--- src/block_bitmap_allocator_top_assert.svh ---
// Assertion macros used by the block bitmap allocator sequencer.
`ifndef BLOCK_BITMAP_ALLOCATOR_TOP_ASSERT_SVH
`define BLOCK_BITMAP_ALLOCATOR_TOP_ASSERT_SVH

// Same-cycle implication, checked outside reset.
`define BBA_ASSERT_NOW(label, clk, rstn, ante, cons) \
  label: assert property (@(posedge clk) disable iff (!rstn) (ante) |-> (cons)) \
    else $error("bba assertion failed");

// Next-cycle implication, checked outside reset.
`define BBA_ASSERT_NEXT(label, clk, rstn, ante, cons) \
  label: assert property (@(posedge clk) disable iff (!rstn) (ante) |=> (cons)) \
    else $error("bba assertion failed");

`endif

--- src/bba_bitmap_mem.sv ---
// Usage bitmap storage: one word per row, per-row valid bits, registered read.
`default_nettype none

module bba_bitmap_mem #(
  parameter int unsigned NWORDS    = 64,
  parameter int unsigned WORD_BITS = 64,
  parameter int unsigned WIW       = 6
) (
  input  wire logic                 clk_i,
  input  wire logic                 rst_ni,
  input  wire logic                 rd_en_i,
  input  wire logic [WIW-1:0]       rd_addr_i,
  output      logic [WORD_BITS-1:0] rd_word_o,
  input  wire logic                 wr_en_i,
  input  wire logic [WIW-1:0]       wr_addr_i,
  input  wire logic [WORD_BITS-1:0] wr_word_i
);

  logic [WORD_BITS-1:0] mem [NWORDS];
  logic [NWORDS-1:0]    row_vld_q;
  logic [WORD_BITS-1:0] rdata_q;
  logic                 rvld_q;

  always_ff @(posedge clk_i) begin
    if (wr_en_i) begin
      mem[wr_addr_i] <= wr_word_i;
    end
    if (rd_en_i) begin
      rdata_q <= mem[rd_addr_i];
      rvld_q  <= row_vld_q[rd_addr_i];
    end
  end

  // A row never written reads as all free.
  always_ff @(posedge clk_i or negedge rst_ni) begin
    if (!rst_ni) begin
      row_vld_q <= '0;
    end else if (wr_en_i) begin
      row_vld_q[wr_addr_i] <= 1'b1;
    end
  end

  assign rd_word_o = rvld_q ? rdata_q : '0;

endmodule

`default_nettype wire

--- config.mk ---
export PLATFORM = sky130hd
export DESIGN_NAME = bba_bitmap_mem
export DESIGN_NICKNAME = d
export VERILOG_FILES = /design/src/block_bitmap_allocator_top_assert.svh /design/src/bba_bitmap_mem.sv
export SDC_FILE = /design/constraint.sdc
export NUM_CORES = 2
export LEC_CHECK = 0
export BUFFER_PORTS_ARGS = -buffer_cell sky130_fd_sc_hd__clkbuf_2
export CAP_MARGIN = 25
export CORE_ASPECT_RATIO = 0.6
export CORE_MARGIN = 2
export CORE_UTILIZATION = 50
export DETAILED_ROUTE_END_ITERATION = 8
export PLACE_DENSITY = 0.7
export SETUP_SLACK_MARGIN = 0.3
export SYNTH_ARGS = -nofsm -noshare
export SYNTH_HDL_FRONTEND = slang
export SYNTH_SLANG_ARGS = --single-unit
--- constraint.sdc ---
create_clock -name clk_i -period 2.8 [get_ports clk_i]
set_clock_uncertainty 0.1 [all_clocks]
set_input_delay 0.28 -clock clk_i [delete_from_list [all_inputs] [get_ports clk_i]]
set_output_delay 0.28 -clock clk_i [all_outputs]
set_load 0.02 [all_outputs]
==> out/results.tsv <==
stage	metric	value	unit
logic_synthesis	synthFlopType	edfxtp_1	
clocking	cts_tree	yes	
outcome	status	finished, violations left	
sta	tns	0	ns
placement	dpl_cell_area	173000	sq um
setup_path	r2r_start	mem[59][38]$_DFFE_PP_	
setup_path	endpoint_kind	output pin	
grt	grt_pass1_wl	653000	um
sta	fin_ws	0.240	ns
routing	dr.pass1.iters	9	
placement	hpwl	277000	um
hold_path	min_to	mem[18][35]$_DFFE_PP_	
routing	num_vias	83000	
power	leakage	59.2	nW
setup_path	regToRegEndpoint	rdata_q[38]$_DFFE_PP_	
routing	wl	476000	um
sta	holdWs	-0.0143	ns
routing	post_drt_wl_per_cell	39.2	um
finish	fin_cells	12200	
logic_synthesis	avgSynthCellArea	23.6	sq um
floorplan	start_util	50.2	%
outcome	violations	hold timing	
finish	fin_nets	7732	
logic_synthesis	synth_cells	6749	
routing	ant_nets	0	
sta	hold_viol	29	
floorplan	chipHeight	441	um
placement	dp_slack	-0.138	ns
floorplan	chipWidth	733	um
hold_path	holdPathStages	1	
finish	fin_area	187000	sq um
setup_path	rr_worst_depth	6	
logic_synthesis	synth_top_area_cell	edfxtp_1	
clocking	cts_max_level	5	
finish	layout-drive-gt1-share	33.1	%
logic_synthesis	synth_edf_count	4161	
clocking	clk_pin_slew_worst_paths	0.07	ns
logic_synthesis	synth_area	159000	sq um
setup_path	critPathArrivalTime	2.18	ns
sta	finalCritPeriodShare	91.4	%
logic_synthesis	yosys_warnings	0	
logic_synthesis	synth_fp_nets	6829	
floorplan	ios	144	
setup_path	path_class	register to output pin	
placement	portBuffers	143	
hold_path	worstHoldPathType	input port to register	
grt	grt_remaining_overflow	0	
logic_synthesis	synth_most_common_cell	edfxtp_1	
clocking	cts_buffer_depth	4	
clocking	cts_sinks	4225	
logic_synthesis	synth_top_area_share	78.5	%
sta	slew_violations	0	
floorplan	core.rowCount	160	
clocking	cts_buffers	365	
sta	clock.fmax	391	MHz
sta	rsz0062_at_grt	yes	
setup_path	cp.required	2.42	ns
placement	place_congestion	0.834	
setup_path	start_kind	register	
setup_path	rrSetupSlack	0.61	ns
logic_synthesis	synth_seq_cells	4225	
job	drv_cap	0	
floorplan	core	317000	sq um
power	ir_drop	573	uV
grt	grt_pass1_vias	80100	
routing	drc	0	
sta	tightest_slew	1.02	ns
clocking	root_buffer	clkbuf_16	
logic_synthesis	async_flop_share	1.51	%
routing	drtIter0Drc	16200	
grt	grt_max_degree	65	
clocking	clock_latency	0.93	ns
grt	track_usage	29.3	%
sta	max-slew-margin-rel	31.6	%
logic_synthesis	synth.distinct_cells	31	
setup_path	cp_max_fo	8	
logic_synthesis	synth.area.top_cells	edfxtp_1 (78%), mux4_2 (15%), a22oi_1 (1.2%)	
sta	setup_violations	0	
logic_synthesis	synthTopCellsByCount	edfxtp_1 (4,161), mux4_2 (1,040), a22oi_1 (260)	
power	total_power	129	mW
placement	dp_cells	11400	
routing	vias_per_cell	6.83	
finish	area_delta_synth_final	17.4	%
logic_synthesis	ys_seq_area_share	79.5	%
finish	finish.utilization	59.0	%
floorplan	die_area	323000	sq um
grt	antenna_found_initial	31	
sta	finalCriticalPeriod	2.56	ns
power	power_density	689	nW/um^2
hold_path	min_from	wr_word_i[35]	
-- what timing repair did --
action	4_1_cts	5_1_grt
buffers inserted	4	0
setup endpoints to repair	64	60
gates resized for setup	173	85
cloned	6	1
hold buffers	28	43
pin swaps	9	8
endpoints found under the hold margin	1228	2649
-- cells by family after synthesis --
group	share of synthesized area, %
AOI/OAI and AO/OA	2.64
buffers and inverters	1.18
DFF	79.5
muxes	15.3
and+or+nand+nor	1.43
-- power by group --
group / total [mW] / internal (mW) / switching (mW) / leakage (nW)
clock: 50.5 / 27.6 / 23.0 / 5.69
sequential: 70.5 / 70.1 / 0.395 / 38.3
combinational: 7.64 / 3.26 / 4.38 / 15.2
total: 129 / 101 / 27.7 / 59.2
-- worst max path at each step --
| stage | start | endpoint | slack, ns | cells past startpoint |
|---|---|---|---|---|
| 4_1_cts | rvld_q$_DFFE_PP_ | rd_word_o[56] | 0.18 | 5 |
| 5_1_grt | rvld_q$_DFFE_PP_ | rd_word_o[31] | 0.21 | 5 |
| 3_5_place_dp | rd_addr_i[0] | rdata_q[13]$_DFFE_PP_ | -0.14 | 9 |
| 2_1_floorplan | wr_addr_i[3] | mem[50][0]$_DFFE_PP_ | -0.31 | 4 |
| 3_3_place_gp | rd_addr_i[0] | rdata_q[13]$_DFFE_PP_ | -0.12 | 9 |
| 6_report | rvld_q$_DFFE_PP_ | rd_word_o[43] | 0.24 | 4 |
-- registers in the layout (all words and copies together) (netlist names) --
register and cells:
rdata_q 64, rvld_q 1, row_vld_q 64, mem 4096
-- metal layers --
| metal | global-route usage [%] | share of wire, % | wire length [um] | vias to the layer above |
|---|---|---|---|---|
| met5 | 0.491 | 0.055 | 261 | - |
| met4 | 7.66 | 3.1 | 14900 | 20 |
| met3 | 9.44 | 16 | 77400 | 858 |
| met2 | 40.7 | 42 | 200000 | 7142 |
| met1 | 45.1 | 39 | 184000 | 44000 |
| li1 | - | - | - | 31000 |
-- final cells by class --
cell class                      instances  area (sq um)
Antenna cell                            7          17.5
Clock buffer                          450          9650
Clock inverter                        205          1990
Fill cell                           21500        130000
Inverter                                1          3.75
Multi-Input combinational cell       2132         31600
Sequential cell                      4225        127000
Tap cell                             4212          5270
Timing Repair Buffer                  927         11800
-- cells in the final DEF (no fill, tap or decap), types with 8 or more instances in the layout --
cell,netlist,layout
or2_2,67,66
clkbuf_2,0,73
bufinv_16,0,32
clkbuf_8,0,12
mux2i_1,89,89
clkbuf_16,0,378
buf_12,0,336
o21ai_0,41,41
a22oi_1,260,260
clkinvlp_4,0,11
clkbuf_1,182,73
and3_1,41,41
nand3_1,111,107
clkinv_4,0,9
a31oi_1,24,24
nor2_4,0,64
buf_16,0,8
nor2b_1,31,25
clkinv_2,0,68
mux4_2,1040,1040
buf_8,0,44
dlygate4sd3_1,0,70
o221ai_1,65,65
a211oi_1,48,48
dfrtp_1,64,64
clkinv_1,0,68
o22ai_1,130,130
edfxtp_1,4161,4161
and2_4,0,65
buf_4,57,370
buf_6,8,12
a211o_1,17,17
-- critical path, cell delays in order (launching register included) --
cell and delay (ns):
edfxtp_1 0.37, buf_12 0.25, buf_16 0.24, and2_4 0.20
buf_8 0.14
Note: power is estimated with default switching activity, not from simulation.
