===== src/block_bitmap_allocator_top_assert.svh =====
// Assertion macros used by the block bitmap allocator sequencer.
`ifndef BLOCK_BITMAP_ALLOCATOR_TOP_ASSERT_SVH
`define BLOCK_BITMAP_ALLOCATOR_TOP_ASSERT_SVH

// Same-cycle implication, checked outside reset.
`define BBA_ASSERT_NOW(label, clk, rstn, ante, cons) \
  label: assert property (@(posedge clk) disable iff (!rstn) (ante) |-> (cons)) \
    else $error("bba assertion failed");

// Next-cycle implication, checked outside reset.
`define BBA_ASSERT_NEXT(label, clk, rstn, ante, cons) \
  label: assert property (@(posedge clk) disable iff (!rstn) (ante) |=> (cons)) \
    else $error("bba assertion failed");

`endif


===== src/bba_pkg.sv =====
// Shared types and constants of the block bitmap allocator.
`default_nettype none

package bba_pkg;

  localparam int unsigned CFG_W     = 13;
  localparam int unsigned BLK_W     = 12;
  localparam int unsigned STATUS_W  = 2;
  localparam int unsigned TDATA_W   = 16;
  localparam logic [CFG_W-1:0] CFG_RESET = 13'd4096;

  typedef enum logic [STATUS_W-1:0] {
    STAT_OK     = 2'd0,
    STAT_FULL   = 2'd1,
    STAT_DOUBLE = 2'd2,
    STAT_RANGE  = 2'd3
  } status_e;

  typedef enum logic {
    KIND_ALLOC = 1'b0,
    KIND_FREE  = 1'b1
  } kind_e;

  typedef enum logic [1:0] {
    S_IDLE,
    S_SCAN,
    S_DONE
  } state_e;

  // Verdict of the word unit on the word under evaluation.
  typedef struct packed {
    logic found;    // a free block below the count lies in this word
    logic last;     // this word reaches the block count
    logic in_word;  // the block to free lies in this word
    logic hit;      // the block to free is marked in use
  } word_flags_t;

endpackage

`default_nettype wire


===== src/bba_word_unit.sv =====
// Shared word evaluator: first-free search, range mask and bit update.
`default_nettype none

module bba_word_unit
  import bba_pkg::*;
#(
  parameter int unsigned WORD_BITS = 64,
  parameter int unsigned NW        = 13
) (
  input  wire logic [WORD_BITS-1:0]         word_i,
  input  wire logic [NW-1:0]                base_i,
  input  wire logic [NW-1:0]                count_i,
  input  wire logic [NW-1:0]                blk_i,
  input  wire logic                         kind_i,
  output      word_flags_t                  flags_o,
  output      logic [$clog2(WORD_BITS)-1:0] idx_o,
  output      logic [WORD_BITS-1:0]         new_word_o
);

  localparam int unsigned BOW = $clog2(WORD_BITS);
  localparam logic [NW-1:0] WB = NW'(WORD_BITS);

  logic [NW-1:0]        top;
  logic [NW-1:0]        lim;
  logic [NW-1:0]        rel;
  logic [BOW-1:0]       off;
  logic [WORD_BITS-1:0] mask;
  logic [WORD_BITS-1:0] free_v;
  logic [WORD_BITS-1:0] onehot;
  logic [BOW-1:0]       idx;

  always_comb begin
    top = base_i + WB;
    lim = (count_i > base_i) ? (count_i - base_i) : '0;
    rel = blk_i - base_i;
    off = rel[BOW-1:0];

    // Only blocks below the count take part in the search.
    if (lim >= WB) begin
      mask = '1;
    end else begin
      mask = ~({WORD_BITS{1'b1}} << lim[BOW-1:0]);
    end

    free_v = ~word_i & mask;
    onehot = free_v & (~free_v + WORD_BITS'(1));

    idx = '0;
    for (int i = 0; i < WORD_BITS; i++) begin
      if (onehot[i]) begin
        idx = idx | BOW'(i);
      end
    end

    flags_o.found   = |free_v;
    flags_o.last    = (top >= count_i);
    flags_o.in_word = (blk_i < top);
    flags_o.hit     = flags_o.in_word & word_i[off];

    if (kind_i == KIND_ALLOC) begin
      new_word_o = word_i | onehot;
    end else begin
      new_word_o = word_i & ~(WORD_BITS'(1) << off);
    end
    idx_o = idx;
  end

endmodule

`default_nettype wire


===== config.mk =====
export PLATFORM = sky130hd
export DESIGN_NAME = bba_word_unit
export DESIGN_NICKNAME = d
export VERILOG_FILES = /design/src/block_bitmap_allocator_top_assert.svh /design/src/bba_pkg.sv /design/src/bba_word_unit.sv
export SDC_FILE = /design/constraint.sdc
export NUM_CORES = 1
export LEC_CHECK = 0
export ABC_AREA = 1
export ABC_CLOCK_PERIOD_IN_PS = 6730
export BUFFER_PORTS_ARGS = -buffer_cell sky130_fd_sc_hd__buf_2
export CAP_MARGIN = 0
export CORE_UTILIZATION = 35
export DETAILED_ROUTE_END_ITERATION = 8
export GPL_TIMING_DRIVEN = 0
export PLACE_DENSITY = 0.58
export SLEW_MARGIN = 20
export SYNTH_ARGS = -nofsm -noshare
export SYNTH_HDL_FRONTEND = slang
export SYNTH_SLANG_ARGS = --single-unit

===== constraint.sdc =====
create_clock -name vclk -period 6.73
set_input_delay 0 -clock vclk [all_inputs]
set_output_delay 0 -clock vclk [all_outputs]
set_load 0.01 [all_outputs]

==> results of run 1 <==
[synth_stat cells (9+ instances only)]
| cell type | number |
|---|---|
| ha_1 | 40 |
| nor2_2 | 37 |
| nor3_1 | 33 |
| o221ai_1 | 10 |
| nand2_2 | 41 |
| o21ai_0 | 137 |
| nand3b_1 | 18 |
| nand3_1 | 97 |
| clkbuf_1 | 23 |
| a21oi_1 | 33 |
| inv_1 | 213 |
| nand2_1 | 477 |
| inv_2 | 11 |
| buf_6 | 9 |
| nand4_1 | 28 |
| nor2_1 | 211 |
| a22oi_1 | 13 |
[power groups by stage]
stage	Sequential, W	Clock, W	Combinational, W
floorplan	0	0	0.000753
global placement	0	0	0.00115
detailed placement	0	0	0.00114
CTS	0	0	0.00115
global route	0	0	0.00128
finish	0	0.0000000000123	0.00120
[worst max path at each step]
| stage | startpoint | endpoint | depth (start not counted) |
|---|---|---|---|
| global route | base_i[6] | idx_o[5] | 27 |
| global placement | base_i[0] | idx_o[3] | 31 |
| detailed placement | base_i[0] | idx_o[3] | 23 |
| floorplan | count_i[0] | new_word_o[43] | 28 |
| CTS | base_i[6] | idx_o[3] | 25 |
| finish | base_i[6] | idx_o[5] | 27 |
[through the flow]
| step | power, W | utilization |
|---|---|---|
| after floorplan | 0.0007535 | - |
| after global placement | 0.001147 | 0.4201 |
| after detailed placement | 0.001145 | 0.4201 |
| final | 0.001197 | 0.4203 |
| after CTS | 0.001150 | 0.4201 |
| after global routing | 0.001284 | 0.4201 |
[cell families (layout without fill, tap and decap cells)]
group | Yosys count | count (layout) | synth area share
compound gates | 223 | 223 | 0.1713
other cells | 0 | 2 | 0
fa+ha+maj | 42 | 42 | 0.07351
xor+xnor | 7 | 7 | 0.008338
simple gates | 972 | 972 | 0.5947
buf+inv | 264 | 442 | 0.1521
[per-layer routing]
layer,global-route usage,routed length (um),vias up
met2,0.6078,17920,785
met3,0.07578,5210,134
li1,-,-,5200
met5,0,39,-
met4,0.2201,2930,6
met1,0.5425,18570,4985
[cell type report]
| class | instances | area share |
|---|---|---|
| antenna | 2 | 0.0005828 |
| buffer | 38 | 0.03118 |
| inverter | 226 | 0.09908 |
| multi-input combinational | 1244 | 0.7261 |
| tap | 270 | 0.03934 |
| timing repair buffer | 178 | 0.1037 |
[cell usage in the layout (no fill, tap or decap), types with 3 or more instances in the layout]
cell type / n
xor2_1: 6
buf_6: 9
nand4_1: 28
a22oi_1: 13
nand3b_1: 18
inv_1: 213
nor3_1: 33
o21ai_0: 137
o221ai_1: 10
inv_2: 11
nor2_2: 37
nand2_1: 477
ha_1: 40
o21ai_1: 7
nand3_1: 97
nand2_4: 3
a21oi_1: 33
nand2_2: 41
o21ai_2: 3
nor2_1: 211
o2111ai_1: 3
buf_8: 3
nand3_2: 6
clkbuf_1: 23
buf_2: 178
nor2_4: 8
==> metrics.yaml, run 1 <==
outcome: "finished clean"
ioPinCount: 178
hp-start: "word_i[0]"
arrival_ps: 4470
power_density_mw_per_mm2: 139.4
synthesis.nets: 1654
n_clock_buffer: 0
critical-path-top-delay-family: "simple AND/OR/NAND/NOR gates"
place_area_mm2: 0.008582
layout.nets: 1834
cpPeakStageDelay_ps: 560
seqPwrFrac: 0
drtIter0Drc: 1494
yosysTopAreaCell: "nand2_1"
grt_use_total: 0.4043
period_share: 0.6638
grt_setup_unrepaired: "false"
initial_core_util: 0.3599
power_frac_clock: 0
fin_ws_ps: 2263
setup_viol: 0
rows: 52
p_leak_nw: 5.059
route.detailed.drc: 0
min_path_type: "in -> out"
slowest_stage: "nand4_1"
antenna_found_initial: 3
grt_pass1_vias: 10170
core-area_mm2: 0.02043
crit_path_frequent_cell: "nand2_1"
via_per_inst: 5.674
dp_hpwl_um: 39360
startpoint_type: "input port"
drv_cap: 0
syn_inst: 1508
postRouteAntennaNets: 0
ctsHoldBuffers: 0
swShare: 0.7245
p_int_w: 0.0003298
synth_area_leaders: "nand2_1 (24%), inv_1 (11%), nor2_1 (11%)"
syn_area_mm2: 0.007353
firstDrtPassIters: 6
dpl.cell_count: 1956
fillers: 2425
grt_start_max_net_pins: 11
die_h_um: 146.9
dp_slack_ps: 2474
cts_setup_buffers: 0
worst_setup_path_end_kind: "output pin"
ff_latch_area_um2: 0
drive_above_1_share: 0.1868
die_width_um: 146.9
syn_to_final_growth_pct: 16.78
wire_per_inst_um: 22.82
slew_viol_final: 0
dieArea_mm2: 0.02159
yosysWarnings: 0
slew_headroom: 0.3750
grt_first_pass_wirelength_um: 64180
multi_input_area_mm2: 0.006235
tightest_slew_ps: 934.0
min_to: "new_word_o[0]"
seq_cells: 0
wl_um: 44680
power.share.combinational: 1.000
max_freq_mhz: 223.9
tns_ps: 0
period_needed_ps: 4467
gp_congestion: 1.129
vias: 11110
cts.repair.resized: 0
overflow: 0
ys_types: 54
worst_ep_required_time_ps: 6730
switchingPower_w: 0.0008675
synth.avg_cell_area_um2: 4.876
synth_top_area_frac: 0.2435
finalHoldViolations: 0
port_buffers: 178
ys_seq_area_frac: 0
final_cell_area_mm2: 0.008587
whs_path_depth: 4
peakVddDrop_mv: 0.07731
hold_slack_ps: 337.6
critical_path_class: "in -> out"
fin_cells: 1958
worst-path-buf-inv: 5
crit_fanout: 7
Power figures use the tool's default switching activity.
==> run 2: changes to the inputs <==
--- a/config.mk
+++ b/config.mk
@@ -5,14 +5,14 @@
 export SDC_FILE = /design/constraint.sdc
 export NUM_CORES = 1
 export LEC_CHECK = 0
-export ABC_AREA = 1
-export ABC_CLOCK_PERIOD_IN_PS = 6730
+export ABC_AREA = 0
+export ABC_CLOCK_PERIOD_IN_PS = 4600
 export BUFFER_PORTS_ARGS = -buffer_cell sky130_fd_sc_hd__buf_2
 export CAP_MARGIN = 0
 export CORE_UTILIZATION = 35
 export DETAILED_ROUTE_END_ITERATION = 8
 export GPL_TIMING_DRIVEN = 0
-export PLACE_DENSITY = 0.58
+export PLACE_DENSITY = 0.59
 export SLEW_MARGIN = 20
 export SYNTH_ARGS = -nofsm -noshare
 export SYNTH_HDL_FRONTEND = slang
==> constraint.sdc (replaced) <==
create_clock -name vclk -period 4.6
set_input_delay 0 -clock vclk [all_inputs]
set_output_delay 0 -clock vclk [all_outputs]
set_load 0.01 [all_outputs]
==> run 2 against run 1 <==
Design area shrank 1.2%. Critical path type unchanged. Total power grew 57%. Critical endpoint unchanged. Wire length shrank 8.7%.
==> metrics.yaml, run 2 <==
synth_area_leaders: "o21ai_0 (11%), ha_1 (8.0%), mux4_2 (7.6%)"
final_cell_area_mm2: 0.008481  # -1.2%
synthesis.nets: 1097  # -34%
synth_mux_area_frac: 0.07551  # +0.07551
n_clock_buffer: 0  # unchanged
critical_path_class: "in -> out"
synthAdderAreaFrac: 0.08630  # +0.01279
place_area_mm2: 0.007438  # -13%
firstDrtPassIters: 6  # unchanged
period_share: 0.9920
worst_setup_path_end_kind: "output pin"
min_path_type: "in -> out"
yosys.area_share.xor_xnor: 0.02637  # +0.01803
synth_top_area_frac: 0.1127  # -0.1308
route.detailed.drc: 0  # unchanged
mostFrequentLayoutCells: "buf_2 (185), o21ai_0 (131), nand2_1 (85), nor2_1 (65), inv_1 (54)"
ys_seq_area_frac: 0  # unchanged
drv_cap: 0  # unchanged
synth_top_family_by_area: "compound AO/OA/AOI/OAI gates"
slew_viol_final: 0  # unchanged
drive_above_1_share: 0.3370  # +0.1502
fillers: 1895  # -22%
wire_per_inst_um: 29.08  # +27%
seq_cells: 0  # unchanged
power_frac_clock: 0  # unchanged
via_per_inst: 7.013  # +24%
seqPwrFrac: 0  # unchanged
crit_fanout: 10  # +3
grt_first_pass_wirelength_um: 57990  # -9.6%
ys_types: 87  # +61%
dieArea_mm2: 0.01843  # -15%
multi_input_area_mm2: 0.006351  # +1.9%
vias: 9839  # -11%
setup_viol: 0  # unchanged
postRouteAntennaNets: 0  # unchanged
peakVddDrop_mv: 0.1387  # +79%
grt_pass1_vias: 9031  # -11%
port_buffers: 177  # -0.56%
power_density_mw_per_mm2: 222.2  # +59%
dp_hpwl_um: 33020  # -16%
syn_inst: 951  # -37%
max_freq_mhz: 219.1
die_h_um: 135.8  # -7.6%
arrival_ps: 4560  # +90 ps
grt_use_total: 0.4308  # +0.02643
synth_commonest_cells: "o21ai_0 (141), nand2_1 (86), nor2_1 (70)"
ctsHoldBuffers: 0  # unchanged
drtIter0Drc: 1460  # -2.3%
outcome: "finished clean"
ioPinCount: 178  # unchanged
startpoint_type: "input port"
finalHoldViolations: 0  # unchanged
core-area_mm2: 0.01736  # -15%
yosysTopAreaCell: "o21ai_0"
gp_congestion: 1.065  # -5.6%
rows: 48  # -7.7%
antenna_found_initial: 0  # -3
n_antenna_cell: 0  # -2
yosysWarnings: 0  # unchanged
ff_latch_area_um2: 0  # unchanged
hold_slack_ps: 359.6  # +21.95 ps
period_needed_ps: 4563
synth-compound-area-share: 0.4161  # +0.2448
synth.most_common_cell: "o21ai_0"
grt_start_max_net_pins: 11  # unchanged
p_leak_nw: 3.372  # -33%
syn_to_final_growth_pct: 35.40
synth-simple-area-share: 0.3184  # -0.2763
switchingPower_w: 0.001247  # +44%
worst_ep_required_time_ps: 4600  # -2130 ps
die_width_um: 135.8  # -7.6%
wl_um: 40810  # -8.7%
slew_headroom: 0.2100  # -0.1650
syn_area_mm2: 0.006264  # -15%
layout_commonest_cell: "buf_2"
initial_core_util: 0.3609  # +0.0009370
layout.nets: 1326  # -28%
tightest_slew_ps: 1173  # +238.6 ps
p_int_w: 0.0006367  # +93%
overflow: 0  # unchanged
power.share.combinational: 1.000  # about the same
synth.avg_cell_area_um2: 6.586  # +35%
swShare: 0.6621  # -0.06244
[run 2: cell types whose count changed in the layout (fill, tap and decap cells not counted), sizes merged, moves of 15 or more]
cell	previous run	this run
a21oi	34	58
a31oi	2	19
buf	193	252
inv	225	54
mux4	0	21
nand2	521	86
nand2b	0	16
nand3	104	48
nand3b	20	5
nor2	257	70
o21a	2	18
o31ai	3	18
o41ai	0	16
[run 2: kinds of logic after synthesis]
logic type,after synthesis
adders and majority gates,42
xor gates and xnor gates,18
buffers and inverters,110
and+or+nand+nor,371
AOI/OAI and AO/OA,389
muxes,21
[run 2: path summary, 6_finish.rpt]
kind / start / endpoint / slack, ps / cells after the start
worst max-delay path: count_i[0] / idx_o[5] / 40 / 23
worst min-delay path: word_i[1] / new_word_o[1] / 360 / 3
[run 2: area by class of cell]
type,instances,area share
Multi-Input combinational cell,841,0.7489
Timing Repair Buffer,229,0.1534
Buffer,54,0.04057
Tap cell,225,0.03320
Inverter,54,0.02390
[run 2: routing by layer]
| layer | wire length [um] | GRT usage | share of wire |
|---|---|---|---|
| met3 | 5078 | 0.1074 | 0.12 |
| met5 | 0 | 0 | 0 |
| met4 | 2674 | 0.1904 | 0.066 |
| met1 | 16200 | 0.5762 | 0.40 |
| met2 | 16860 | 0.6474 | 0.41 |
[run 2: metrics by stage]
step | power [W] | setup slack (ps) | utilization | std cells | TNS (ps)
5_1_grt | 0.001946 | -45.53 | 0.4886 | 1403 | -184.7
4_1_cts | 0.001674 | 6.473 | 0.4591 | 1375 | 0
3_3_place_gp | 0.001541 | -1042 | 0.4281 | 1353 | -39490
2_1_floorplan | 0.0009393 | 604.3 | - | 951 | 0
6_report | 0.001884 | 36.66 | 0.4886 | 1403 | 0
3_5_place_dp | 0.001523 | -954.5 | 0.4286 | 1353 | -34010
[run 2: repair_timing]
item,4_1_cts,5_1_grt
setup buffers,22,29
pin swaps,17,29
gates cloned,0,1
resized for setup,80,71
setup endpoints to repair,60,52
[run 2: worst max-delay path, cell delays in order]
cell and delay [ps]:
buf_2 90, inv_1 60, ha_4 170, fa_2 370, nand2b_4 170, a211oi_4 330, o21ai_1 130, a311oi_2 310
and4_1 260, buf_6 130, buf_8 130, buf_8 160, buf_6 190, a31oi_2 170, clkbuf_4 230, a21oi_1 160
o2111ai_1 220, nor3_1 410, inv_1 150, o32ai_2 360, nor4b_1 110, nand4_1 120, buf_2 140
[run 2: power by group through the flow]
| stage | combinational, W | clock (W) | sequential (W) |
|---|---|---|---|
| floorplan | 0.000939 | 0 | 0 |
| global placement | 0.00154 | 0 | 0 |
| detailed placement | 0.00152 | 0 | 0 |
| CTS | 0.00167 | 0 | 0 |
| global route | 0.00195 | 0 | 0 |
| finish | 0.00188 | 0 | 0 |
