$ cat src/block_bitmap_allocator_top_assert.svh
// Assertion macros used by the block bitmap allocator sequencer.
`ifndef BLOCK_BITMAP_ALLOCATOR_TOP_ASSERT_SVH
`define BLOCK_BITMAP_ALLOCATOR_TOP_ASSERT_SVH

// Same-cycle implication, checked outside reset.
`define BBA_ASSERT_NOW(label, clk, rstn, ante, cons) \
  label: assert property (@(posedge clk) disable iff (!rstn) (ante) |-> (cons)) \
    else $error("bba assertion failed");

// Next-cycle implication, checked outside reset.
`define BBA_ASSERT_NEXT(label, clk, rstn, ante, cons) \
  label: assert property (@(posedge clk) disable iff (!rstn) (ante) |=> (cons)) \
    else $error("bba assertion failed");

`endif

$ cat src/bba_pkg.sv
// Shared types and constants of the block bitmap allocator.
`default_nettype none

package bba_pkg;

  localparam int unsigned CFG_W     = 13;
  localparam int unsigned BLK_W     = 12;
  localparam int unsigned STATUS_W  = 2;
  localparam int unsigned TDATA_W   = 16;
  localparam logic [CFG_W-1:0] CFG_RESET = 13'd4096;

  typedef enum logic [STATUS_W-1:0] {
    STAT_OK     = 2'd0,
    STAT_FULL   = 2'd1,
    STAT_DOUBLE = 2'd2,
    STAT_RANGE  = 2'd3
  } status_e;

  typedef enum logic {
    KIND_ALLOC = 1'b0,
    KIND_FREE  = 1'b1
  } kind_e;

  typedef enum logic [1:0] {
    S_IDLE,
    S_SCAN,
    S_DONE
  } state_e;

  // Verdict of the word unit on the word under evaluation.
  typedef struct packed {
    logic found;    // a free block below the count lies in this word
    logic last;     // this word reaches the block count
    logic in_word;  // the block to free lies in this word
    logic hit;      // the block to free is marked in use
  } word_flags_t;

endpackage

`default_nettype wire

$ cat src/bba_seq.sv
// Sequencer: walks the bitmap one word a cycle and forms the result.
`default_nettype none
`include "block_bitmap_allocator_top_assert.svh"

module bba_seq
  import bba_pkg::*;
#(
  parameter int unsigned MAX_BLOCKS = 4096,
  parameter int unsigned WORD_BITS  = 64,
  parameter int unsigned NWORDS     = 64,
  parameter int unsigned WIW        = 6,
  parameter int unsigned NW         = 13
) (
  input  wire logic                         clk_i,
  input  wire logic                         rst_ni,
  input  wire logic                         in_valid_i,
  output      logic                         in_ready_o,
  input  wire logic                         in_kind_i,
  input  wire logic [BLK_W-1:0]             in_blk_i,
  input  wire logic [CFG_W-1:0]             cfg_count_i,
  output      logic                         rd_en_o,
  output      logic [WIW-1:0]               rd_addr_o,
  output      logic                         wr_en_o,
  output      logic [WIW-1:0]               wr_addr_o,
  output      logic [NW-1:0]                ev_base_o,
  output      logic [NW-1:0]                ev_count_o,
  output      logic [NW-1:0]                ev_blk_o,
  output      logic                         ev_kind_o,
  input  wire word_flags_t                  flags_i,
  input  wire logic [$clog2(WORD_BITS)-1:0] idx_i,
  output      logic                         res_valid_o,
  input  wire logic                         res_ready_i,
  output      logic [BLK_W-1:0]             res_block_o,
  output      status_e                      res_status_o
);

  localparam logic [NW-1:0]  MAXB     = NW'(MAX_BLOCKS);
  localparam logic [NW-1:0]  WB       = NW'(WORD_BITS);
  localparam logic [WIW-1:0] LAST_ROW = WIW'(NWORDS - 1);

  state_e            state_q, state_d;
  logic              kind_q, kind_d;
  logic [BLK_W-1:0]  blk_q, blk_d;
  logic [NW-1:0]     count_q, count_d;
  logic [WIW-1:0]    rd_ptr_q, rd_ptr_d;
  logic [NW-1:0]     rd_base_q, rd_base_d;
  logic              ev_q, ev_d;
  logic [WIW-1:0]    ev_ptr_q, ev_ptr_d;
  logic [NW-1:0]     ev_base_q, ev_base_d;
  logic [BLK_W-1:0]  res_block_q, res_block_d;
  status_e           res_status_q, res_status_d;

  logic              accept;
  logic [NW-1:0]     cnt_act;
  logic              early_range;
  logic              ev_finish;
  logic [NW-1:0]     grant_full;

  always_comb begin
    accept      = in_valid_i & (state_q == S_IDLE);
    cnt_act     = (NW'(cfg_count_i) > MAXB) ? MAXB : NW'(cfg_count_i);
    early_range = (in_kind_i == KIND_FREE) & (NW'(in_blk_i) >= cnt_act);
    grant_full  = ev_base_q + NW'(idx_i);
    if (kind_q == KIND_ALLOC) begin
      ev_finish = ev_q & (flags_i.found | flags_i.last);
    end else begin
      ev_finish = ev_q & flags_i.in_word;
    end
  end

  // Next state.
  always_comb begin
    state_d = state_q;
    case (state_q)
      S_IDLE: begin
        if (accept) begin
          state_d = early_range ? S_DONE : S_SCAN;
        end
      end
      S_SCAN: begin
        if (ev_finish) begin
          state_d = S_DONE;
        end
      end
      S_DONE: begin
        if (res_ready_i) begin
          state_d = S_IDLE;
        end
      end
      default: state_d = S_IDLE;
    endcase
  end

  // Datapath and outputs.
  always_comb begin
    kind_d       = kind_q;
    blk_d        = blk_q;
    count_d      = count_q;
    rd_ptr_d     = rd_ptr_q;
    rd_base_d    = rd_base_q;
    ev_d         = 1'b0;
    ev_ptr_d     = ev_ptr_q;
    ev_base_d    = ev_base_q;
    res_block_d  = res_block_q;
    res_status_d = res_status_q;
    in_ready_o   = 1'b0;
    rd_en_o      = 1'b0;
    wr_en_o      = 1'b0;
    res_valid_o  = 1'b0;

    case (state_q)
      S_IDLE: begin
        in_ready_o = 1'b1;
        if (accept) begin
          kind_d       = in_kind_i;
          blk_d        = in_blk_i;
          count_d      = cnt_act;
          rd_ptr_d     = '0;
          rd_base_d    = '0;
          res_block_d  = '0;
          res_status_d = STAT_RANGE;
        end
      end
      S_SCAN: begin
        // Issue the next row read while the previous row is evaluated.
        rd_en_o   = 1'b1;
        ev_d      = ~ev_finish;
        ev_ptr_d  = rd_ptr_q;
        ev_base_d = rd_base_q;
        if (rd_ptr_q != LAST_ROW) begin
          rd_ptr_d  = rd_ptr_q + WIW'(1);
          rd_base_d = rd_base_q + WB;
        end
        if (ev_q) begin
          if (kind_q == KIND_ALLOC) begin
            if (flags_i.found) begin
              wr_en_o      = 1'b1;
              res_block_d  = grant_full[BLK_W-1:0];
              res_status_d = STAT_OK;
            end else if (flags_i.last) begin
              res_status_d = STAT_FULL;
            end
          end else if (flags_i.in_word) begin
            wr_en_o      = flags_i.hit;
            res_status_d = flags_i.hit ? STAT_OK : STAT_DOUBLE;
          end
        end
      end
      S_DONE: begin
        res_valid_o = 1'b1;
      end
      default: begin
        in_ready_o = 1'b0;
      end
    endcase
  end

  always_ff @(posedge clk_i or negedge rst_ni) begin
    if (!rst_ni) begin
      state_q <= S_IDLE;
      ev_q    <= 1'b0;
    end else begin
      state_q <= state_d;
      ev_q    <= ev_d;
    end
  end

  always_ff @(posedge clk_i) begin
    kind_q       <= kind_d;
    blk_q        <= blk_d;
    count_q      <= count_d;
    rd_ptr_q     <= rd_ptr_d;
    rd_base_q    <= rd_base_d;
    ev_ptr_q     <= ev_ptr_d;
    ev_base_q    <= ev_base_d;
    res_block_q  <= res_block_d;
    res_status_q <= res_status_d;
  end

  assign rd_addr_o    = rd_ptr_q;
  assign wr_addr_o    = ev_ptr_q;
  assign ev_base_o    = ev_base_q;
  assign ev_count_o   = count_q;
  assign ev_blk_o     = NW'(blk_q);
  assign ev_kind_o    = kind_q;
  assign res_block_o  = res_block_q;
  assign res_status_o = res_status_q;

  `BBA_ASSERT_NEXT(a_accept_leaves_idle, clk_i, rst_ni, accept, state_q != S_IDLE)
  `BBA_ASSERT_NOW(a_count_saturated, clk_i, rst_ni, state_q != S_IDLE, count_q <= MAXB)
  `BBA_ASSERT_NOW(a_scan_below_count, clk_i, rst_ni, ev_q && state_q == S_SCAN, (ev_base_q < count_q) || (ev_base_q == '0))
  `BBA_ASSERT_NEXT(a_grant_in_range, clk_i, rst_ni, wr_en_o && kind_q == KIND_ALLOC, NW'(res_block_q) < count_q && res_status_q == STAT_OK)

endmodule

`default_nettype wire

$ cat config.mk
export PLATFORM = sky130hd
export DESIGN_NAME = bba_seq
export DESIGN_NICKNAME = d
export VERILOG_FILES = /design/src/bba_pkg.sv /design/src/bba_seq.sv
export VERILOG_INCLUDE_DIRS = /design/src /design/src/src
export SDC_FILE = /design/constraint.sdc
export NUM_CORES = 1
export LEC_CHECK = 0
export BUFFER_PORTS_ARGS = -buffer_cell sky130_fd_sc_hd__buf_2
export CAP_MARGIN = 20
export CORE_MARGIN = 5
export CORE_UTILIZATION = 53
export CTS_CLUSTER_DIAMETER = 100
export CTS_CLUSTER_SIZE = 16
export DETAILED_ROUTE_END_ITERATION = 8
export PLACE_DENSITY = 0.83
export REMOVE_ABC_BUFFERS = 1
export SYNTH_ARGS = -nofsm -noshare
export SYNTH_HDL_FRONTEND = slang
export SYNTH_SLANG_ARGS = --single-unit
$ cat constraint.sdc
create_clock -name clk_i -period 2.9 [get_ports clk_i]
set_clock_uncertainty 0.1 [all_clocks]
set_input_delay 0.435 -clock clk_i [delete_from_list [all_inputs] [get_ports clk_i]]
set_output_delay 0.435 -clock clk_i [all_outputs]
set_load 0.01 [all_outputs]
==> flow_summary.ini, run 1 <==
[status]
status = complete, no violations

[routing]
num_vias = 1899
wl_met1_um = 2376
wl_met2_um = 2932
routed_wl_um = 5809
wl_met3_um = 417
wire_per_inst_um = 14.71
highest_layer = met4
drc = 0
via_per_inst = 4.808
first_pass_iters = 4
drt_iter0_drc = 106
ant_nets = 0

[setup_path]
cp.buffers_inverters = 2
critPathKind = reg2out
crit_fanout = 13
r2r-start = state_q[1]
critical_path_arrival_ns = 1.79
rrSetupSlack_ns = 0.95
worstSetupEndpointType = output port
worstPathRequired_ns = 2.37
crit_path_cell_trace = nand2b_1, inv_2, o21ai_1, nor3b_1, buf_2
reg2reg_to = rd_addr_o[1]
path_delay_family = simple AND/OR/NAND/NOR gates
r2r_cells = 4
max_stage_delay_ns = 0.44
startpoint_type = flip-flop
crit_slowest_cell = dfrtp_1

[global_routing]
antenna_found_initial = 0
grt_pass1_vias = 1951
grt_max_degree = 28
grtUsageTotal_pct = 17.41
grt_pass1_wl_um = 9522
overflow = 0

[timing]
max_slew_margin_pct = 61.11
final.setup.tns_ns = 0
drv_slew = 0
fmax_mhz = 429.4
tightest_slew_ns = 0.5820
rsz0062_at_grt = false
hold_viol = 0
setup_slack_ns = 0.5714
period_share_pct = 80.30
min_period_ns = 2.329
finalSetupViolCount = 0

[power]
comb_power_share_pct = 31.0
peakVddDrop_uv = 621.8
p_per_area_nw_per_um2 = 987.7
p_total_w = 0.003660
pwr-share-clk_pct = 18.6
seqPwrFrac_pct = 50.4
p_sw_share_pct = 34.46
p_leak_nw = 1.664
intPower_w = 0.002399
power_switching_w = 0.001261

[die]
rows = 27
die-area_um2 = 7164
initial_core_util_pct = 53.96
die_height_um = 84.64
die_w_um = 84.64
num_io_pins = 110
core_um2 = 5473

[synthesis]
synth.distinct_cells = 33
netlist_area_um2 = 2953
async_flop_share_pct = 4.348
yosys.area.top_type = edfxtp_1
ys_top_cells_by_area = edfxtp_1 (67%), ha_1 (5.9%), and2_1 (3.0%)
synth_cells = 207
synth_top_cell_area_share_pct = 67.12
synth-seq-cells = 69
synthFlopType = edfxtp_1
yosys_warnings = 0
synth.avg_cell_area_um2 = 14.26
synth-edff-count = 66
synth_seq_area_share_pct = 69.66

[hold_path]
hold-path-cell-count = 1
hp-class = in2reg
whs_endpoint = ev_kind_o
hold_start = in_kind_i

[placed_design]
gp_congestion = 0.8121
portBuffers = 102
dp.cells = 378
place_area_um2 = 3522
pre_cts_slack_ns = 0.6482
dpl.hpwl_um = 4416

[clocking]
ctsResizeCount = 0
cts_sinks = 69
clkTransAtPathRegs_ns = 0.07
post_cts_buffers = 0
hold_buffers = 1
cts.htree.levels = 3
clk_latency_ns = 0.34
cts_buffer_depth = 2
cts_buffers = 9
root_buffer = clkbuf_8
cts_tree = yes

[finish]
area_growth_pct = 25.51
nets = 372
layoutNonFillerInstCount = 395
fillers = 435
drive_gt1_share_pct = 39.01
diodes = 0
final_area_um2 = 3706

[run]
drv_cap = 0
registers in the layout, summed over array words and instances, names as in the netlist:
signal        cells
ev_count_o       13
rd_addr_o         6
ev_base_o         7
res_status_o      2
ev_q              1
rd_base_q         7
state_q           2
wr_addr_o         6
blk_q            12
res_block_o      12
ev_kind_o         1
cells by family after synthesis:
| group | after synthesis | share of synthesized area [%] |
|---|---|---|
| buf+inv | 27 | 4.491 |
| mux | 1 | 0.3390 |
| xor+xnor | 9 | 2.669 |
| flops | 69 | 69.66 |
| fa+ha+maj | 14 | 5.932 |
| compound gates | 18 | 4.025 |
| other cells | 1 | 0.1270 |
| simple gates | 68 | 12.75 |
power by group through the flow:
stage          Sequential (W)  Clock, W  Combinational [W]
6_report              0.00184  0.000680            0.00114
5_1_grt               0.00190  0.000762            0.00125
4_1_cts               0.00185  0.000701            0.00116
3_5_place_dp          0.00187         0            0.00115
3_3_place_gp          0.00185         0            0.00112
2_1_floorplan         0.00199         0           0.000483
worst max path at each step:
stage	cells past startpoint	slack [ns]	end	start
finish	5	0.57	wr_en_o	state_q[1]
global route	5	0.36	wr_en_o	state_q[1]
CTS	5	0.54	wr_en_o	state_q[1]
detailed placement	8	0.65	state_q[0]	cfg_count_i[12]
global placement	8	0.69	state_q[0]	cfg_count_i[12]
floorplan	4	0.73	res_block_o[0]	state_q[0]
per-layer routing:
layer | global-route usage, % | vias to the layer above
met5 | 0 | -
met4 | 6.906 | 0
met3 | 7.164 | 8
met2 | 27.26 | 73
met1 | 21.54 | 877
li1 | - | 941
layout make-up:
type / count / area [µm²] / share of cell area [%]
clock buffer: 9 / 123.9 / 3.342
tap: 72 / 90.09 / 2.431
multi-input combinational: 117 / 785.8 / 21.20
clock inverter: 7 / 50.05 / 1.350
sequential: 69 / 2057 / 55.50
timing repair buffer: 106 / 543.0 / 14.65
inverter: 15 / 56.30 / 1.519
synthesized netlist by cell type, drive strengths merged (5+ instances only):
cell type,number
buf,9
nor2,15
inv,15
nand2b,12
nand2,8
and2,14
o21ai,7
edfxtp,66
ha,14
xnor2,5
per-stage QoR:
step / hold WS (ns) / utilization, %
finish: 0.1852 / 67.72
global route: 0.1523 / 67.72
CTS: 0.1680 / 67.72
detailed placement: 0.1374 / 64.36
global placement: 0.1316 / 64.36
floorplan: 0.03941 / -
cells in the final DEF, fill, tap and decap left out, drive strengths merged:
cell type / n
o21ai: 7
nand4: 2
nand2: 8
conb: 7
a41o: 1
o31ai: 1
nor4: 1
and3: 4
ha: 14
dfrtp: 3
or3b: 1
dlygate4sd3: 1
xnor2: 5
nor2: 15
nor2b: 4
a21oi: 4
clkinv: 2
xor2: 4
mux2i: 1
nand2b: 12
buf: 105
a211oi: 2
a21o: 2
clkinvlp: 3
o21a: 1
edfxtp: 66
and2: 14
nor3: 2
nand3: 4
nor3b: 1
inv: 17
clkbuf: 9
(Power assumes the default switching activity.)
==> inputs of run 2 (changes only) <==
--- a/config.mk
+++ b/config.mk
@@ -9,11 +9,11 @@
 export BUFFER_PORTS_ARGS = -buffer_cell sky130_fd_sc_hd__buf_2
 export CAP_MARGIN = 20
 export CORE_MARGIN = 5
-export CORE_UTILIZATION = 53
+export CORE_UTILIZATION = 44
 export CTS_CLUSTER_DIAMETER = 100
 export CTS_CLUSTER_SIZE = 16
 export DETAILED_ROUTE_END_ITERATION = 8
-export PLACE_DENSITY = 0.83
+export PLACE_DENSITY = 0.73
 export REMOVE_ABC_BUFFERS = 1
 export SYNTH_ARGS = -nofsm -noshare
 export SYNTH_HDL_FRONTEND = slang
==> constraint.sdc (replaced) <==
create_clock -name clk_i -period 1.9 [get_ports clk_i]
set_clock_uncertainty 0.1 [all_clocks]
set_input_delay 0.285 -clock clk_i [delete_from_list [all_inputs] [get_ports clk_i]]
set_output_delay 0.285 -clock clk_i [all_outputs]
set_load 0.01 [all_outputs]
==> flow_summary.ini, run 2 (synthesized netlist as in run 1, its figures left out) <==
[clocking]
cts_buffer_depth = 2
clkTransAtPathRegs_ns = 0.08
cts.htree.levels = 3
cts_sinks = 69
clk_latency_ns = 0.33
root_buffer = clkbuf_8
cts_tree = yes
cts_buffers = 9

[die]
num_io_pins = 110
rows = 29
die-area_um2 = 8449
die_w_um = 91.92
core_um2 = 6422
die_height_um = 91.92
initial_core_util_pct = 45.98

[finish]
final_common_cell = buf_2
final_area_um2 = 3839
layoutNonFillerInstCount = 411
final_cell_mix = buf_2 (102), edfxtp_1 (66), nor2_1 (15)
drive_gt1_share_pct = 41.32
fillers = 528
diodes = 0
area_growth_pct = 30.00
largest_reg_flops = 13
nets = 383

[routing]
wire_per_inst_um = 14.36
via_per_inst = 4.657
routed_wl_um = 5902
drt_iter0_drc = 67
ant_nets = 0
first_pass_iters = 4
drc = 0
num_vias = 1914

[hold_path]
hold_start = in_blk_i[5]
hp-class = in2reg

[setup_path]
r2r-start = state_q[1]
worstPathRequired_ns = 1.51
crit_fanout = 5
worstSetupEndpointType = output port
startpoint = state_q[1]
startpoint_type = flip-flop
critical_path_arrival_ns = 1.41
critPathKind = reg2out

[global_routing]
grt_max_degree = 28
grt_pass1_vias = 1957
antenna_found_initial = 0
grt_pass1_wl_um = 9487
grtUsageTotal_pct = 14.45
overflow = 0

[power]
p_leak_nw = 1.740
power_switching_w = 0.001948
p_per_area_nw_per_um2 = 1528
comb_power_share_pct = 32.7
pwr-share-clk_pct = 19.9
intPower_w = 0.003916
p_sw_share_pct = 33.21
peakVddDrop_uv = 855.7
seqPwrFrac_pct = 47.4

[timing]
hold_viol = 0
fin_hold_ws_ns = 0.04412
finalSetupViolCount = 0
period_share_pct = 94.31
fmax_mhz = 558.0
min_period_ns = 1.792
drv_slew = 0

[run]
drv_cap = 0

[placed_design]
dp.cells = 391
dpl.hpwl_um = 4505
place_area_um2 = 3601
portBuffers = 102
gp_congestion = 0.7594

[status]
status = complete, no violations
==> run 2: worst paths after layout <==
kind	end	cells after the start	slack, ns
max	wr_en_o	5	0.11
min	blk_q[5]	1	0.04
max reg2reg	res_block_o[6]	6	0.20
min reg2reg	ev_base_o[12]	0	0.38
max in group asynchronous	ev_q	2	1.39
min in group asynchronous	state_q[1]	2	0.19
==> run 2: what timing repair did <==
action                                  in CTS  in global routing
endpoints found under the setup margin       1                  1
hold endpoints to repair                     3                  0
setup buffers                                2                  1
hold buffers                                 1                  0
cloned                                       0                  0
resized for setup                            0                  2
==> run 2: area by class of cell <==
class	instances	area (µm²)	area share, %
Tap cell	77	96.34	2.510
Timing Repair Buffer	117	638.1	16.62
Clock inverter	7	72.57	1.890
Inverter	15	56.30	1.467
Multi-Input combinational cell	117	794.5	20.70
Sequential cell	69	2057	53.59
Clock buffer	9	123.9	3.227
==> run 2: per-layer routing <==
layer,up-vias,GRT usage (%),share of wire (%)
met5,-,0,0
met4,0,6.312,1.7
met3,8,4.583,6.6
met2,64,24.70,51
met1,876,16.70,41
li1,966,-,-
==> run 2: metrics by stage <==
| stage | setup slack [ns] | TNS (ns) | utilization (%) | power [W] |
|---|---|---|---|---|
| global route | -0.003508 | -0.003508 | 59.77 | 0.006247 |
| global placement | -0.1545 | -0.2850 | 56.07 | 0.004634 |
| finish | 0.1080 | 0 | 59.77 | 0.005864 |
| CTS | 0.05639 | 0 | 59.52 | 0.005914 |
| floorplan | -0.2704 | -4.735 | - | 0.003778 |
| detailed placement | -0.2244 | -0.4367 | 56.07 | 0.004702 |
==> run 2: worst max-delay path: stages (launching register included) <==
cell and delay (ns):
dfrtp_1 0.39, nand2b_1 0.17, inv_2 0.14, o21ai_2 0.08, nor3b_2 0.14, buf_2 0.15
==> run 2: power by group through the flow <==
| stage | Sequential, W | Combinational [W] | Clock, W |
|---|---|---|---|
| floorplan | 0.00304 | 0.000737 | 0 |
| global placement | 0.00281 | 0.00183 | 0 |
| global route | 0.00285 | 0.00212 | 0.00127 |
| CTS | 0.00278 | 0.00193 | 0.00120 |
| detailed placement | 0.00283 | 0.00188 | 0 |
| finish | 0.00278 | 0.00192 | 0.00117 |
==> inputs of run 3 (changes only) <==
--- a/config.mk
+++ b/config.mk
@@ -14,6 +14,7 @@
 export CTS_CLUSTER_SIZE = 16
 export DETAILED_ROUTE_END_ITERATION = 8
 export PLACE_DENSITY = 0.73
+export RECOVER_POWER = 100
 export REMOVE_ABC_BUFFERS = 1
 export SYNTH_ARGS = -nofsm -noshare
 export SYNTH_HDL_FRONTEND = slang
==> constraint.sdc (replaced) <==
create_clock -name clk_i -period 1.5 [get_ports clk_i]
set_clock_uncertainty 0.1 [all_clocks]
set_input_delay 0.225 -clock clk_i [delete_from_list [all_inputs] [get_ports clk_i]]
set_output_delay 0.225 -clock clk_i [all_outputs]
set_load 0.01 [all_outputs]
==> flow_summary.ini, run 3 (synthesized netlist as in run 1, its figures left out) <==
[clocking]
cts_tree = yes
cts.htree.levels = 3
root_buffer = clkbuf_8
cts_buffers = 9
clkTransAtPathRegs_ns = 0.08
clk_latency_ns = 0.34
cts_buffer_depth = 2
cts_sinks = 69

[routing]
drt_iter0_drc = 92
num_vias = 2181
drc = 0
ant_nets = 0
routed_wl_um = 7444
first_pass_iters = 4
via_per_inst = 4.901
wire_per_inst_um = 16.73

[finish]
largest_reg_flops = 13
diodes = 0
nets = 418
area_growth_pct = 52.58
fin_util_pct = 70.15
final_cell_mix = buf_2 (85), edfxtp_1 (66), clkbuf_1 (18)
regArea_um2 = 2058
fillers = 445
final_common_cell = buf_2
drive_gt1_share_pct = 47.55
layoutNonFillerInstCount = 445
multi_input_area_um2 = 992.2

[setup_path]
r2r_cells = 7
worstSetupEndpointType = flip-flop
reg2reg_to = ev_count_o[7]
worstPathRequired_ns = 1.63
critPathKind = in2reg
crit_fanout = 5
rrSetupSlack_ns = -0.11
r2r-start = state_q[1]
critical_path_arrival_ns = 1.82
startpoint_type = input pin

[hold_path]
hp-class = in2reg
hold_start = idx_i[3]
whs_endpoint = res_block_o[3]
hold-path-cell-count = 2

[global_routing]
grtUsageTotal_pct = 16.41
grt_max_degree = 16
antenna_found_initial = 0
overflow = 0
grt_pass1_vias = 2217
grt_pass1_wl_um = 10810

[power]
p_per_area_nw_per_um2 = 1978
peakVddDrop_uv = 969.1
p_leak_nw = 1.932

[timing]
min_period_ns = 1.688
fmax_mhz = 592.5
period_share_pct = 112.5
hold_viol = 0
finalSetupViolCount = 57
setup_slack_ns = -0.1878
final.setup.tns_ns = -4.762
rsz0062_at_grt = true
drv_slew = 0

[die]
die-area_um2 = 8449
core_um2 = 6422
num_io_pins = 110
die_w_um = 91.92
die_height_um = 91.92
initial_core_util_pct = 45.98
rows = 29

[placed_design]
pre_cts_slack_ns = -0.5486
dpl.hpwl_um = 4680
gp_congestion = 0.7382
dp.cells = 400
portBuffers = 102

[status]
status = finished, violations left
violations = setup timing

[run]
drv_cap = 0
-- run 3: changes by cell type in the layout (fill, tap and decap cells not counted), moves of 3 or more --
cell,change
clkbuf_1,+18
buf_2,-17
buf_6,+11
ha_1,-9
dlygate4sd3_1,+8
ha_4,+7
buf_12,+4
buf_16,+3
clkbuf_4,+3
nand2_1,-3
-- run 3: through the flow --
step	cell area (µm²)	total power, W	hold slack (ns)
floorplan	2899	0.004785	-0.1706
global placement	3681	0.006087	-0.07595
detailed placement	3681	0.006189	-0.07228
CTS	4365	0.008534	0.003407
global route	4506	0.009376	0.05776
finish	4506	0.008913	0.05703
-- run 3: cell type report --
class	count	share of cell area [%]
sequential	69	45.68
timing repair buffer	152	24.35
multi-input combinational	117	22.02
clock buffer	9	2.749
tap	77	2.138
clock inverter	6	1.750
inverter	15	1.305
-- run 3: worst max path at each step --
stage / from / endpoint / slack (ns) / cells after the start
3_3_place_gp: cfg_count_i[12] / state_q[0] / -0.49 / 8
3_5_place_dp: cfg_count_i[12] / state_q[1] / -0.55 / 8
5_1_grt: ev_kind_o / wr_en_o / -0.23 / 3
4_1_cts: state_q[1] / wr_en_o / -0.16 / 5
2_1_floorplan: state_q[0] / res_block_o[0] / -0.67 / 4
6_report: cfg_count_i[12] / state_q[0] / -0.19 / 8
-- run 3: layer usage --
layer  vias up  track usage, %  routed length (µm)
li1       1043               -                   -
met1      1047           19.20                2960
met2        77           27.92                3862
met3        14           4.419                 456
met4         0           8.045                 164
met5         -               0                   0
-- run 3: report_power, final --
part | switching, W | internal, W | total (W) | leakage (nW)
logic | 0.00184 | 0.00196 | 0.00380 | 1.15
registers | 0.000338 | 0.00319 | 0.00352 | 0.678
clock network | 0.000675 | 0.000912 | 0.00159 | 0.106
total | 0.00286 | 0.00606 | 0.00891 | 1.93
-- run 3: what timing repair did --
item / 4_1_cts / 5_1_grt
endpoints found under the setup margin: 30 / 75
pin swaps: 16 / 12
hold buffers: 8 / 1
cloned: 3 / 2
buffers inserted: 10 / 6
resized for setup: 46 / 29
hold endpoints to repair: 10 / 1
-- run 3: worst max-delay path: stages --
cell and delay (ns):
buf_16 0.11, nand2b_1 0.22, ha_4 0.32, nand4_4 0.10, or3b_4 0.41, a21oi_2 0.19, nor3_1 0.08, a21o_1 0.17
